<file path="src/sv/tcce_pkg.sv">
// Shared definitions for the text console cursor engine: operation and character codes,
// microprogram step codes, the control word layout and the microcode ROM.
// No dependencies; used by tcce_seq and text_console_cursor_engine.
package tcce_pkg;

    localparam int DEF_COLS      = 80;
    localparam int DEF_ROWS      = 25;
    localparam int DEF_TAB_WIDTH = 8;

    localparam logic [1:0] OP_PUT   = 2'd0;
    localparam logic [1:0] OP_GOTO  = 2'd1;
    localparam logic [1:0] OP_CLEAR = 2'd2;
    localparam logic [1:0] OP_READ  = 2'd3;

    localparam logic [7:0] CH_BACK  = 8'h80;
    localparam logic [7:0] CH_TAB   = 8'h09;
    localparam logic [7:0] CH_CR    = 8'h0D;
    localparam logic [7:0] CH_LF    = 8'h0A;
    localparam logic [7:0] CH_SPACE = 8'h20;

    localparam int STEP_W = 4;

    localparam logic [STEP_W-1:0] ST_INIT     = 4'd0;
    localparam logic [STEP_W-1:0] ST_IDLE     = 4'd1;
    localparam logic [STEP_W-1:0] ST_PUT      = 4'd2;
    localparam logic [STEP_W-1:0] ST_SCR_PRE  = 4'd3;
    localparam logic [STEP_W-1:0] ST_SCR_COPY = 4'd4;
    localparam logic [STEP_W-1:0] ST_SCR_FILL = 4'd5;
    localparam logic [STEP_W-1:0] ST_GOTO     = 4'd6;
    localparam logic [STEP_W-1:0] ST_CLEAR    = 4'd7;
    localparam logic [STEP_W-1:0] ST_HOME     = 4'd8;
    localparam logic [STEP_W-1:0] ST_READ     = 4'd9;
    localparam logic [STEP_W-1:0] ST_RD_DONE  = 4'd10;

    localparam logic [1:0] WE_NONE   = 2'd0;
    localparam logic [1:0] WE_ALWAYS = 2'd1;
    localparam logic [1:0] WE_PRINT  = 2'd2;

    localparam logic WS_FILL  = 1'b0;
    localparam logic WS_RDATA = 1'b1;

    localparam logic WA_PTR    = 1'b0;
    localparam logic WA_CURSOR = 1'b1;

    localparam logic [1:0] RS_ROW      = 2'd0;
    localparam logic [1:0] RS_NEXT_ROW = 2'd1;
    localparam logic [1:0] RS_INDEX    = 2'd2;

    localparam logic [1:0] CUR_HOLD = 2'd0;
    localparam logic [1:0] CUR_PUT  = 2'd1;
    localparam logic [1:0] CUR_GOTO = 2'd2;
    localparam logic [1:0] CUR_HOME = 2'd3;

    localparam logic [1:0] JC_NEVER      = 2'd0;
    localparam logic [1:0] JC_SCROLL     = 2'd1;
    localparam logic [1:0] JC_MORE_COPY  = 2'd2;
    localparam logic [1:0] JC_MORE_CELLS = 2'd3;

    typedef struct packed {
        logic              idle;
        logic [1:0]        wen;
        logic              wsel;
        logic              wadr;
        logic              ren;
        logic [1:0]        rsel;
        logic              ptr_inc;
        logic              fill_space;
        logic [1:0]        cur;
        logic [1:0]        cond;
        logic [STEP_W-1:0] tgt;
        logic              done;
        logic              out_rd;
    } t_ctrl;

    typedef struct packed {
        logic       accept;
        logic [1:0] opcode;
        logic       stall;
        logic       scroll;
        logic       more_copy;
        logic       more_cells;
    } t_stat;

    function automatic logic is_printable(logic [7:0] ch);
        return (ch >= CH_SPACE) && (ch != CH_BACK);
    endfunction

    function automatic logic [STEP_W-1:0] entry_step(logic [1:0] op);
        logic [STEP_W-1:0] s;
        unique case (op)
            OP_PUT:   s = ST_PUT;
            OP_GOTO:  s = ST_GOTO;
            OP_CLEAR: s = ST_CLEAR;
            OP_READ:  s = ST_READ;
        endcase
        return s;
    endfunction

    function automatic t_ctrl ucode(logic [STEP_W-1:0] step);
        t_ctrl c;
        c     = '0;
        c.tgt = ST_IDLE;
        unique case (step)
            ST_INIT, ST_CLEAR: begin
                c.wen     = WE_ALWAYS;
                c.wsel    = WS_FILL;
                c.wadr    = WA_PTR;
                c.ptr_inc = 1'b1;
                c.cond    = JC_MORE_CELLS;
                c.tgt     = step;
            end
            ST_IDLE: begin
                c.idle = 1'b1;
            end
            ST_PUT: begin
                c.wen  = WE_PRINT;
                c.wsel = WS_FILL;
                c.wadr = WA_CURSOR;
                c.cur  = CUR_PUT;
                c.cond = JC_SCROLL;
                c.tgt  = ST_SCR_PRE;
                c.done = 1'b1;
            end
            ST_SCR_PRE: begin
                c.ren        = 1'b1;
                c.rsel       = RS_ROW;
                c.fill_space = 1'b1;
            end
            ST_SCR_COPY: begin
                c.wen     = WE_ALWAYS;
                c.wsel    = WS_RDATA;
                c.wadr    = WA_PTR;
                c.ren     = 1'b1;
                c.rsel    = RS_NEXT_ROW;
                c.ptr_inc = 1'b1;
                c.cond    = JC_MORE_COPY;
                c.tgt     = ST_SCR_COPY;
            end
            ST_SCR_FILL: begin
                c.wen     = WE_ALWAYS;
                c.wsel    = WS_FILL;
                c.wadr    = WA_PTR;
                c.ptr_inc = 1'b1;
                c.cond    = JC_MORE_CELLS;
                c.tgt     = ST_SCR_FILL;
                c.done    = 1'b1;
            end
            ST_GOTO: begin
                c.cur  = CUR_GOTO;
                c.done = 1'b1;
            end
            ST_HOME: begin
                c.cur  = CUR_HOME;
                c.done = 1'b1;
            end
            ST_READ: begin
                c.ren  = 1'b1;
                c.rsel = RS_INDEX;
            end
            ST_RD_DONE: begin
                c.out_rd = 1'b1;
                c.done   = 1'b1;
            end
            default: begin
                c.idle = 1'b1;
            end
        endcase
        return c;
    endfunction

endpackage

</file>
<file path="src/sv/tcce_seq.sv">
// Microprogram sequencer: step counter, microcode ROM lookup and jump logic.
// Depends on tcce_pkg for the control word, status struct and ROM.
module tcce_seq (
    input  logic                        i_clk,
    input  logic                        i_rst_n,
    input  tcce_pkg::t_stat             i_stat,
    output tcce_pkg::t_ctrl             o_ctrl,
    output logic                        o_done,
    output logic [tcce_pkg::STEP_W-1:0] o_step
);
    import tcce_pkg::*;

    logic [STEP_W-1:0] r_step;
    logic [STEP_W-1:0] n_step;
    t_ctrl             w_ctrl;
    logic              w_cond;

    assign w_ctrl = ucode(r_step);
    assign o_ctrl = w_ctrl;
    assign o_step = r_step;

    always_comb begin
        unique case (w_ctrl.cond)
            JC_NEVER:      w_cond = 1'b0;
            JC_SCROLL:     w_cond = i_stat.scroll;
            JC_MORE_COPY:  w_cond = i_stat.more_copy;
            JC_MORE_CELLS: w_cond = i_stat.more_cells;
        endcase
    end

    assign o_done = w_ctrl.done & ~w_cond;

    always_comb begin
        n_step = r_step;
        if (i_stat.stall) begin
            n_step = r_step;
        end else if (w_ctrl.idle) begin
            if (i_stat.accept) begin
                n_step = entry_step(i_stat.opcode);
            end
        end else if (w_cond) begin
            n_step = w_ctrl.tgt;
        end else if (w_ctrl.done) begin
            n_step = ST_IDLE;
        end else begin
            n_step = r_step + 1'b1;
        end
    end

    always_ff @(posedge i_clk) begin
        if (!i_rst_n) begin
            r_step <= ST_INIT;
        end else begin
            r_step <= n_step;
        end
    end

endmodule

</file>
<file path="config.mk">
export PLATFORM = sky130hd
export DESIGN_NAME = tcce_seq
export DESIGN_NICKNAME = d
export VERILOG_FILES = /design/src/sv/tcce_pkg.sv /design/src/sv/tcce_seq.sv
export SDC_FILE = /design/constraint.sdc
export NUM_CORES = 1
export LEC_CHECK = 0
export BUFFER_PORTS_ARGS = -buffer_cell sky130_fd_sc_hd__buf_2
export CELL_PAD_IN_SITES_DETAIL_PLACEMENT = 1
export CELL_PAD_IN_SITES_GLOBAL_PLACEMENT = 2
export CORE_ASPECT_RATIO = 0.5
export CORE_MARGIN = 5
export CORE_UTILIZATION = 25
export DETAILED_ROUTE_END_ITERATION = 12
export PLACE_DENSITY = 0.85
export SKIP_LAST_GASP = 1
export SLEW_MARGIN = 20
export SYNTH_ARGS = -nofsm -noshare
export SYNTH_HDL_FRONTEND = slang
export SYNTH_SLANG_ARGS = --single-unit
</file>
<file path="constraint.sdc">
create_clock -name i_clk -period 2.5 [get_ports i_clk]
set_clock_uncertainty 0.1 [all_clocks]
set_input_delay 0.125 -clock i_clk [delete_from_list [all_inputs] [get_ports i_clk]]
set_output_delay 0.125 -clock i_clk [all_outputs]
set_load 0.02 [all_outputs]
</file>
; Yosys cells after proc, flatten, opt, wreduce, memory -nomap -nowiden
; Cells that the tools add are included.
[totals]
ff_bits = 4
wordCells = 45
output_inout_bits = 25
inputBits = 9
[op_classes]
mux = 15
bitwise = 3
eq_ne = 15
n_addsub = 1
n_reduce_logical = 10
[op_table]
columns = operator, count
row1 = one-hot mux 6 bit (4 select lines), 1
row2 = == test 4 x 3 -> 1 bit (second input constant), 4
row3 = 2-to-1 mux 4 bit, 4
row4 = one-hot mux 4 bit (4 select lines), 1
row5 = == test 4 bit (second input constant), 3
row6 = one-hot mux 4 bit (3 select lines), 1
row7 = OR reduction 10 bit, 1
row8 = one-hot mux 3 bit (3 select lines), 1
row9 = == test 2 bit (second input constant), 4
row10 = == test 4 x 2 -> 1 bit (second input constant), 2
row11 = one-hot mux 2 bit (3 select lines), 1
row12 = 2-to-1 mux 1 bit, 5
row13 = OR reduction 5 bit, 1
row14 = adder 4 x 1 -> 4 bit (second input constant), 1
row15 = == test 2 x 1 -> 1 bit (second input constant), 2
row16 = logical NOT 2 bit, 2
row17 = logical NOT 4 bit, 1
row18 = one-hot mux 1 bit (4 select lines), 1
row19 = OR reduction 4 bit, 1
row20 = OR reduction 3 bit, 1
row21 = NOT 1 bit, 2
row22 = AND reduction 2 bit, 1
row23 = nonzero test 2 bit, 1
row24 = OR reduction 2 bit, 1
row25 = AND 1 bit, 1

; Depth between registers and ports, before layout
; Gate-level depths: netlist of the first run.
[depth]
ltp_word = 7
ltp_mapped = 9
ltp_nobuf = 8

; Worst setup path before layout of the first run
; OpenSTA, ideal clock, no wires.
[synth_timing]
path_kind = register to register
start = register r_step[0], in the netlist o_step[0]
end = register r_step[2], in the netlist o_step[2]
arrival_ps = 2100
synth_period_minus_slack_ps = 2325
required_ps = 2275
n_path_buf = 1
path_stages_with_launch = 9
setup_time_ps = 125
setup_slack_ps = 175
path_cell_list = dfxtp_1 -> inv_1 -> ha_1 -> buf_6 -> or3_4 -> o211ai_4 -> a21oi_1 -> o221ai_1 -> a31oi_1
[synth_via]
elab_chain_len = 7
word_cells_on_any_way = 26
cone_classes = add/sub: 1 / eq/ne: 12 / mux: 6 / reduce/logical: 7
[synth_rtl]
columns = element, line
row1 = from (decl), tcce_seq.sv:13  ; logic [STEP_W-1:0] r_step;
row2 = from (signal assigned), tcce_seq.sv:54  ; r_step <= n_step;
row3 = == test 4 x 3 -> 1 bit or logical NOT 4 bit (tied branches), tcce_pkg.sv:103  ; unique case (step)
row4 = OR reduction 2 bit, -
row5 = one-hot mux 6 bit (4 select lines), tcce_pkg.sv:103
row6 = "== test 2 bit, or another cell as far along", tcce_seq.sv:23  ; unique case (w_ctrl.cond)
row7 = one-hot mux 1 bit (4 select lines), tcce_seq.sv:23
row8 = 2-to-1 mux 4 bit, tcce_seq.sv:41  ; end else if (w_cond) begin
row9 = 2-to-1 mux 4 bit, tcce_seq.sv:37  ; end else if (w_ctrl.idle) begin
; Several ways; a longest one is shown, not always the timed one.
; A chain may end at the register's enable or synchronous reset.

; Worst setup path in the final report of the first run
[layout_timing]
start = register r_step[0], in the netlist o_step[0]
end = output o_done
[layout_via]
elab_chain_len = 7
word_cells_on_any_way = 19
cone_classes = eq/ne: 10 / mux: 3 / bitwise: 2 / reduce/logical: 4
[layout_rtl]
columns = element, line
row1 = == test 4 x 3 -> 1 bit or logical NOT 4 bit (tied branches), tcce_pkg.sv:103
row2 = OR reduction 2 bit, -
row3 = one-hot mux 6 bit (4 select lines), tcce_pkg.sv:103
row4 = "== test 2 bit, or another cell as far along", tcce_seq.sv:23
row5 = one-hot mux 1 bit (4 select lines), tcce_seq.sv:23
row6 = NOT 1 bit, tcce_seq.sv:31  ; assign o_done = w_ctrl.done & ~w_cond;
row7 = AND 1 bit (*), tcce_seq.sv:31
row8 = to (decl), tcce_seq.sv:8  ; output logic o_done,
; Mark *: on every way between the ends. The rest lies on a longest branch, timed or not.

==> results.md, run 1 <==
- # nets final: 153
- Critical Path Sink Type: primary output
- Max-cap violations: 0
- HPWL after detailed placement: 2040 um
- Crit. Startpoint: o_step[0]$_SDFFE_PN0P_
- Layout cells sized above 1: 35.1%
- First-pass GRT wire length: about 4200 um
- # rows: 14
- Fmax: 435 MHz
- Vias in the first global route: 886
- Final period util: approximately 92%
- Setup bufs post-CTS: 0
- Max Transition Viols Final: 0
- Core Area: between 3000 and 4000 sq um
- Aggregate negative setup slack: 0 ps
- Routed WL per cell: between 10 and 15 um
- Global Route met3 Usage: between 2 and 3%
- Crit path max-delay family: compound AO/OA/AOI/OAI gates
- Grt ovf: 0
- Remaining antenna violation count after routing: 0
- Most Used Layer, Global Route: met2
- IO Pins: 34
- Most common cell in the netlist: inv_1
- Htree depth: 1
- Arrival @ worst endpoint: ~2100 ps
- Drt first-iter violations: 37
- Worst-path clk slew: approximately 30 ps
- Power per cell area: 983 nW/um^2
- Leak pwr: 0.517 nW
- Drt via density: approximately 5
- CTS tree: built
- Worst Setup EP: o_done
- Relative slew margins: 66.2%
- Total power draw: 0.992 mW
- Synth Register Bits: 4
- Ant diodes: 0
- CP required: around 2300 ps
- DIE HEIGHT: slightly above 50 um
- Worst-margin pin slew: roughly 500 ps
- Synthesized cell area: a little over 800 sq um
- Worst Path Buf+Inv: 2
- GP Congestion: between 0.7 and 0.8
- Met2 Resource Use GR: around 19%
- Total GRT Usage: a little under an eighth
- Yosys top cell area share: 12.3%
- Net Count, Synth: ~120
- End of the worst register-to-register path: o_step[3]$_SDFFE_PN0P_
- CP Class: register to primary output
- Slowest cell on the critical path: o311a_2
- Status: finished clean
- Largest net degree at the start of global routing: 17
- Post-synthesis sequential area ratio: 9.88%
- VDD IR-drop max: 253 uV
- EDFF count, synth: 0
- Synth cell types: 39
- DRT Pass-1 Iters: 4
- Levels on crit path: 6
- Initial antenna violation count: 0
- CTS Hold Bufs: 0
- Initial core utilization: roughly a quarter
- Share of flip-flops with an asynchronous set or reset: 0%
- Clk_lat worst skew: 220 ps
- DR vias: 860
- Max FO, Critical Path: 13
- Largest cells by area after synthesis: ha_1 (12%), dfxtp_1 (9.9%), mux2i_1 (6.2%)
- Clock root buffer: clkbuf_8
- Cts repair resizes: 0
- Synth Flop Type: dfxtp_1
- Die Footprint: ~4600 sq um
- Max reg flops: 4
- Max clock buf depth: 2
- Global-route track usage on met1: about 14%
- Gate Count Post-Synth: ~110
- YS warnings: 0
- R2R depth: 6
- Setup Viol. Count Final: 0
- R2R setup slack: between 200 and 250 ps
- IO buf count: 32
- Post-synth top cells: inv_1 (12), a21oi_1 (8), ha_1 (8)
- CP Launch Type: register
- Critical Path Max Stage Delay: 470 ps
- Die width: about 90 um
- CTS sink count: 4
- Reg-to-Reg Start: o_step[0]$_SDFFE_PN0P_
- Final Hold Vio Count: 0
- Number of remaining DRC errors: 0
- Num CTS Buffers: 3
- WL final: ~2500 um
- Final worst path period need: 2300 ps
- Syn_area_per_cell: about 7.6 sq um
- Critical-path cell list: inv_1 > ha_1 > o311a_2 > o31ai_4 > nor2_1 > buf_2
- Hold Path Class: input pin to register
- Layout area overhead: 24.5%
- Synth area leader: ha_1
- Unrepaired setup endpoints after global routing: no
through the flow:
step / util (%) / instance area [sq um] / hold slack (ps) / cells / worst slack [ps]
after floorplan: - / 811 / 163 / 106 / 175
after global placement: 31.8 / 968 / 315 / 171 / 258
after detailed placement: 31.8 / 968 / 324 / 171 / 241
after CTS: 33.1 / 1010 / 87.3 / 174 / 187
after global routing: 33.1 / 1010 / 95.6 / 174 / 44.4
final: 33.1 / 1010 / 91.2 / 174 / 200
layout make-up:
type                            instances  area [sq um]
Sequential cell                         4          80.1
Timing Repair Buffer                   36           190
Multi-Input combinational cell         79           603
Inverter                               12          45.0
Clock buffer                            3          41.3
Tap cell                               40          50.0
Fill cell                             395          2040
cells by family after synthesis:
| family | Yosys count | synth area share [%] |
|---|---|---|
| fa+ha+maj | 8 | 12.3 |
| mux | 6 | 7.56 |
| compound gates | 30 | 30.6 |
| other cells | 1 | 0.463 |
| simple gates | 33 | 22.4 |
| flops | 4 | 9.88 |
| buf+inv | 23 | 15.7 |
| xor+xnor | 1 | 1.08 |
report_power, final:
group          leakage [nW]  total [mW]  internal (mW)  switching [mW]
clock                0.0216       0.142          0.103          0.0385
combinational         0.463       0.752          0.283           0.469
sequential           0.0330      0.0988         0.0779          0.0208
worst min-delay path, delay by kind of cell:
family / cells / cell delay [ps]
AO/OA/AOI/OAI: 2 / 110
buffers and inverters: 1 / 120
routing by layer:
metal  routed length, um  vias up  share of wire [%]
li1                    -      431                  -
met4                  53        0                2.1
met3                  92        5                3.7
met5                   0        -                  0
met1                1130      407                 45
met2                1230       17                 49
layout by cell type, fill, tap and decap left out, types with 4 or more instances in the layout:
cell type,synthesis,layout
ha_1,8,8
nand2_1,6,6
nor3_1,4,4
nor2_1,7,7
inv_1,12,12
buf_4,6,4
buf_2,3,32
a21oi_1,8,8
dfxtp_1,4,4
mux2i_1,5,5
worst min-delay path by stage:
| stage | from | endpoint | slack, ps | cells past startpoint |
|---|---|---|---|---|
| after CTS | i_rst_n | o_step[1]$_SDFFE_PN0P_ | 90 | 3 |
| after global routing | i_rst_n | o_step[3]$_SDFFE_PN0P_ | 100 | 2 |
| after global placement | i_rst_n | o_step[0]$_SDFFE_PN0P_ | 310 | 3 |
| after detailed placement | i_rst_n | o_step[1]$_SDFFE_PN0P_ | 320 | 3 |
| final | i_rst_n | o_step[0]$_SDFFE_PN0P_ | 90 | 3 |
| after floorplan | i_rst_n | o_step[0]$_SDFFE_PN0P_ | 160 | 2 |
Power figures use the tool's default switching activity.
==> run 2, diff against run 1 <==
--- a/config.mk
+++ b/config.mk
@@ -13,6 +13,7 @@
 export CORE_UTILIZATION = 25
 export DETAILED_ROUTE_END_ITERATION = 12
 export PLACE_DENSITY = 0.85
+export RECOVER_POWER = 25
 export SKIP_LAST_GASP = 1
 export SLEW_MARGIN = 20
 export SYNTH_ARGS = -nofsm -noshare
==> results.md, run 2 (same netlist as run 1, synthesis figures left out) <==
- Status: finished clean (unchanged)
- Die Footprint: 4550 sq um (unchanged)
- Initial core utilization: 26.6% (unchanged)
- Initial antenna violation count: 0 (unchanged)
- Final Hold Vio Count: 0 (unchanged)
- Leak pwr: 0.497 nW (was 0.517 nW)
- Ant diodes: 0 (unchanged)
- WL final: 2510 um (was 2500 um)
- VDD IR-drop max: 250 uV (was 253 uV)
- DR vias: 858 (was 860)
- Slowest cell on the critical path: o311a_2 (unchanged)
- Most frequent cells in the layout: buf_2 (27), inv_1 (12), a21oi_1 (8), ha_1 (8), nor2_1 (7) (was buf_2 (32), inv_1 (12), a21oi_1 (8), ha_1 (8), nor2_1 (7))
- IO buf count: 32 (unchanged)
- Max Transition Viols Final: 0 (unchanged)
- Num CTS Buffers: 3 (unchanged)
- Htree depth: 1 (unchanged)
- Power per cell area: 986 nW/um^2 (was 983 nW/um^2)
- Setup Viol. Count Final: 0 (unchanged)
- IO Pins: 34 (unchanged)
- DRT Pass-1 Iters: 4 (unchanged)
- Routed WL per cell: 14.4 um (about the same)
- Arrival @ worst endpoint: 2080 ps (was 2070 ps)
- Final worst path period need: 2310 ps (was 2300 ps)
- CP required: 2280 ps (about the same)
- Critical Path Sink Type: primary output (unchanged)
- Remaining antenna violation count after routing: 0 (unchanged)
- Most common cell after layout, fill and taps aside: buf_2 (unchanged)
- Worst-margin pin slew: 500 ps (about the same)
- Aggregate negative setup slack: 0 ps (unchanged)
- # nets final: 153 (unchanged)
- Total GRT Usage: 11.6% (unchanged)
- GP Congestion: 0.792 (unchanged)
- Clock root buffer: clkbuf_8 (unchanged)
- First-pass GRT wire length: 4210 um (unchanged)
- Critical-path cell list: inv_1 > ha_1 > o311a_2 > o31ai_4 > nor2_1 > buf_2 (unchanged)
- CP Launch Type: register (unchanged)
- Max FO, Critical Path: 13 (unchanged)
- Clk_lat worst skew: 220 ps (about the same)
- CTS sink count: 4 (unchanged)
- Final period util: 92.3% (was 92.0%)
- Core Area: 3050 sq um (unchanged)
- Relative slew margins: 66.2% (about the same)
- Critical Path Max Stage Delay: 470 ps (about the same)
- Max-cap violations: 0 (unchanged)
- Layout cells sized above 1: 31.3% (was 35.1%)
- Crit path max-delay family: compound AO/OA/AOI/OAI gates (unchanged)
- Drt first-iter violations: 55 (was 37)
- Cts repair resizes: 0 (unchanged)
- Drt via density: 4.93 (was 4.94)
- Core Util, Final: 32.9% (was 33.1%)
- Fmax: 433 MHz (was 435 MHz)
- CTS Hold Bufs: 0 (unchanged)
- CP Class: register to primary output (unchanged)
- Max clock buf depth: 2 (unchanged)
- Worst-path clk slew: 30 ps (about the same)
- Layout area overhead: 23.8% (was 24.5%)
- Unrepaired setup endpoints after global routing: no (unchanged)
- Setup bufs post-CTS: 0 (unchanged)
- Grt ovf: 0 (unchanged)
- Die width: 90.5 um (unchanged)
- Number of remaining DRC errors: 0 (unchanged)
- Hold Path Class: input pin to register (unchanged)
- Vias in the first global route: 886 (unchanged)
- Largest net degree at the start of global routing: 17 (unchanged)
- Worst Path Buf+Inv: 2 (unchanged)
- Max reg flops: 4 (unchanged)
- HPWL after detailed placement: 2040 um (unchanged)
- DIE HEIGHT: 50.3 um (unchanged)
- CTS tree: built (unchanged)
- # rows: 14 (unchanged)
==> run 2: cell count changes in the layout (fill, tap and decap cells not counted), sizes merged <==
cell    before  now
buf         36   31
clkbuf       3    8
==> run 2: worst min-delay path, stage by stage <==
cell and delay, ps:
buf_2 120, o221ai_1 70, a21oi_1 40
==> run 2: layout make-up <==
cell class | instances | area, sq um
Sequential cell | 4 | 80.1
Fill cell | 398 | 2040
Clock buffer | 3 | 41.3
Tap cell | 40 | 50.0
Multi-Input combinational cell | 79 | 603
Inverter | 12 | 45.0
Timing Repair Buffer | 36 | 184
==> run 2: path summary, 6_finish.rpt <==
path / startpoint / end / slack [ps] / depth (start not counted)
max: o_step[0]$_SDFFE_PN0P_ / o_done / 190 / 6
min: i_rst_n / o_step[0]$_SDFFE_PN0P_ / 90 / 3
max reg2reg: o_step[0]$_SDFFE_PN0P_ / o_step[3]$_SDFFE_PN0P_ / 230 / 6
min reg2reg: o_step[0]$_SDFFE_PN0P_ / o_step[0]$_SDFFE_PN0P_ / 540 / 2
==> run 2: per-layer routing <==
| layer | part of all wire (%) | GRT usage (%) |
|---|---|---|
| met3 | 3.2 | 2.69 |
| met5 | 0 | 0 |
| met4 | 2.1 | 6.68 |
| met1 | 45 | 14.1 |
| met2 | 49 | 19.3 |
==> run 2: stage by stage <==
| stage | cell area (sq um) | hold WS, ps | std cells | power, mW | worst slack (ps) |
|---|---|---|---|---|---|
| finish | 1000 | 91.2 | 174 | 0.990 | 191 |
| global route | 1000 | 95.6 | 174 | 1.08 | 40.9 |
| CTS | 1010 | 87.3 | 174 | 1.01 | 187 |
| detailed placement | 968 | 324 | 171 | 0.860 | 241 |
| global placement | 968 | 315 | 171 | 0.850 | 258 |
| floorplan | 811 | 163 | 106 | 0.674 | 175 |
==> run 2: power breakdown <==
group	total [mW]	switching, mW	internal [mW]
Clock	0.142	0.0385	0.103
Sequential	0.0992	0.0212	0.0779
Combinational	0.749	0.469	0.280
Total	0.990	0.529	0.461
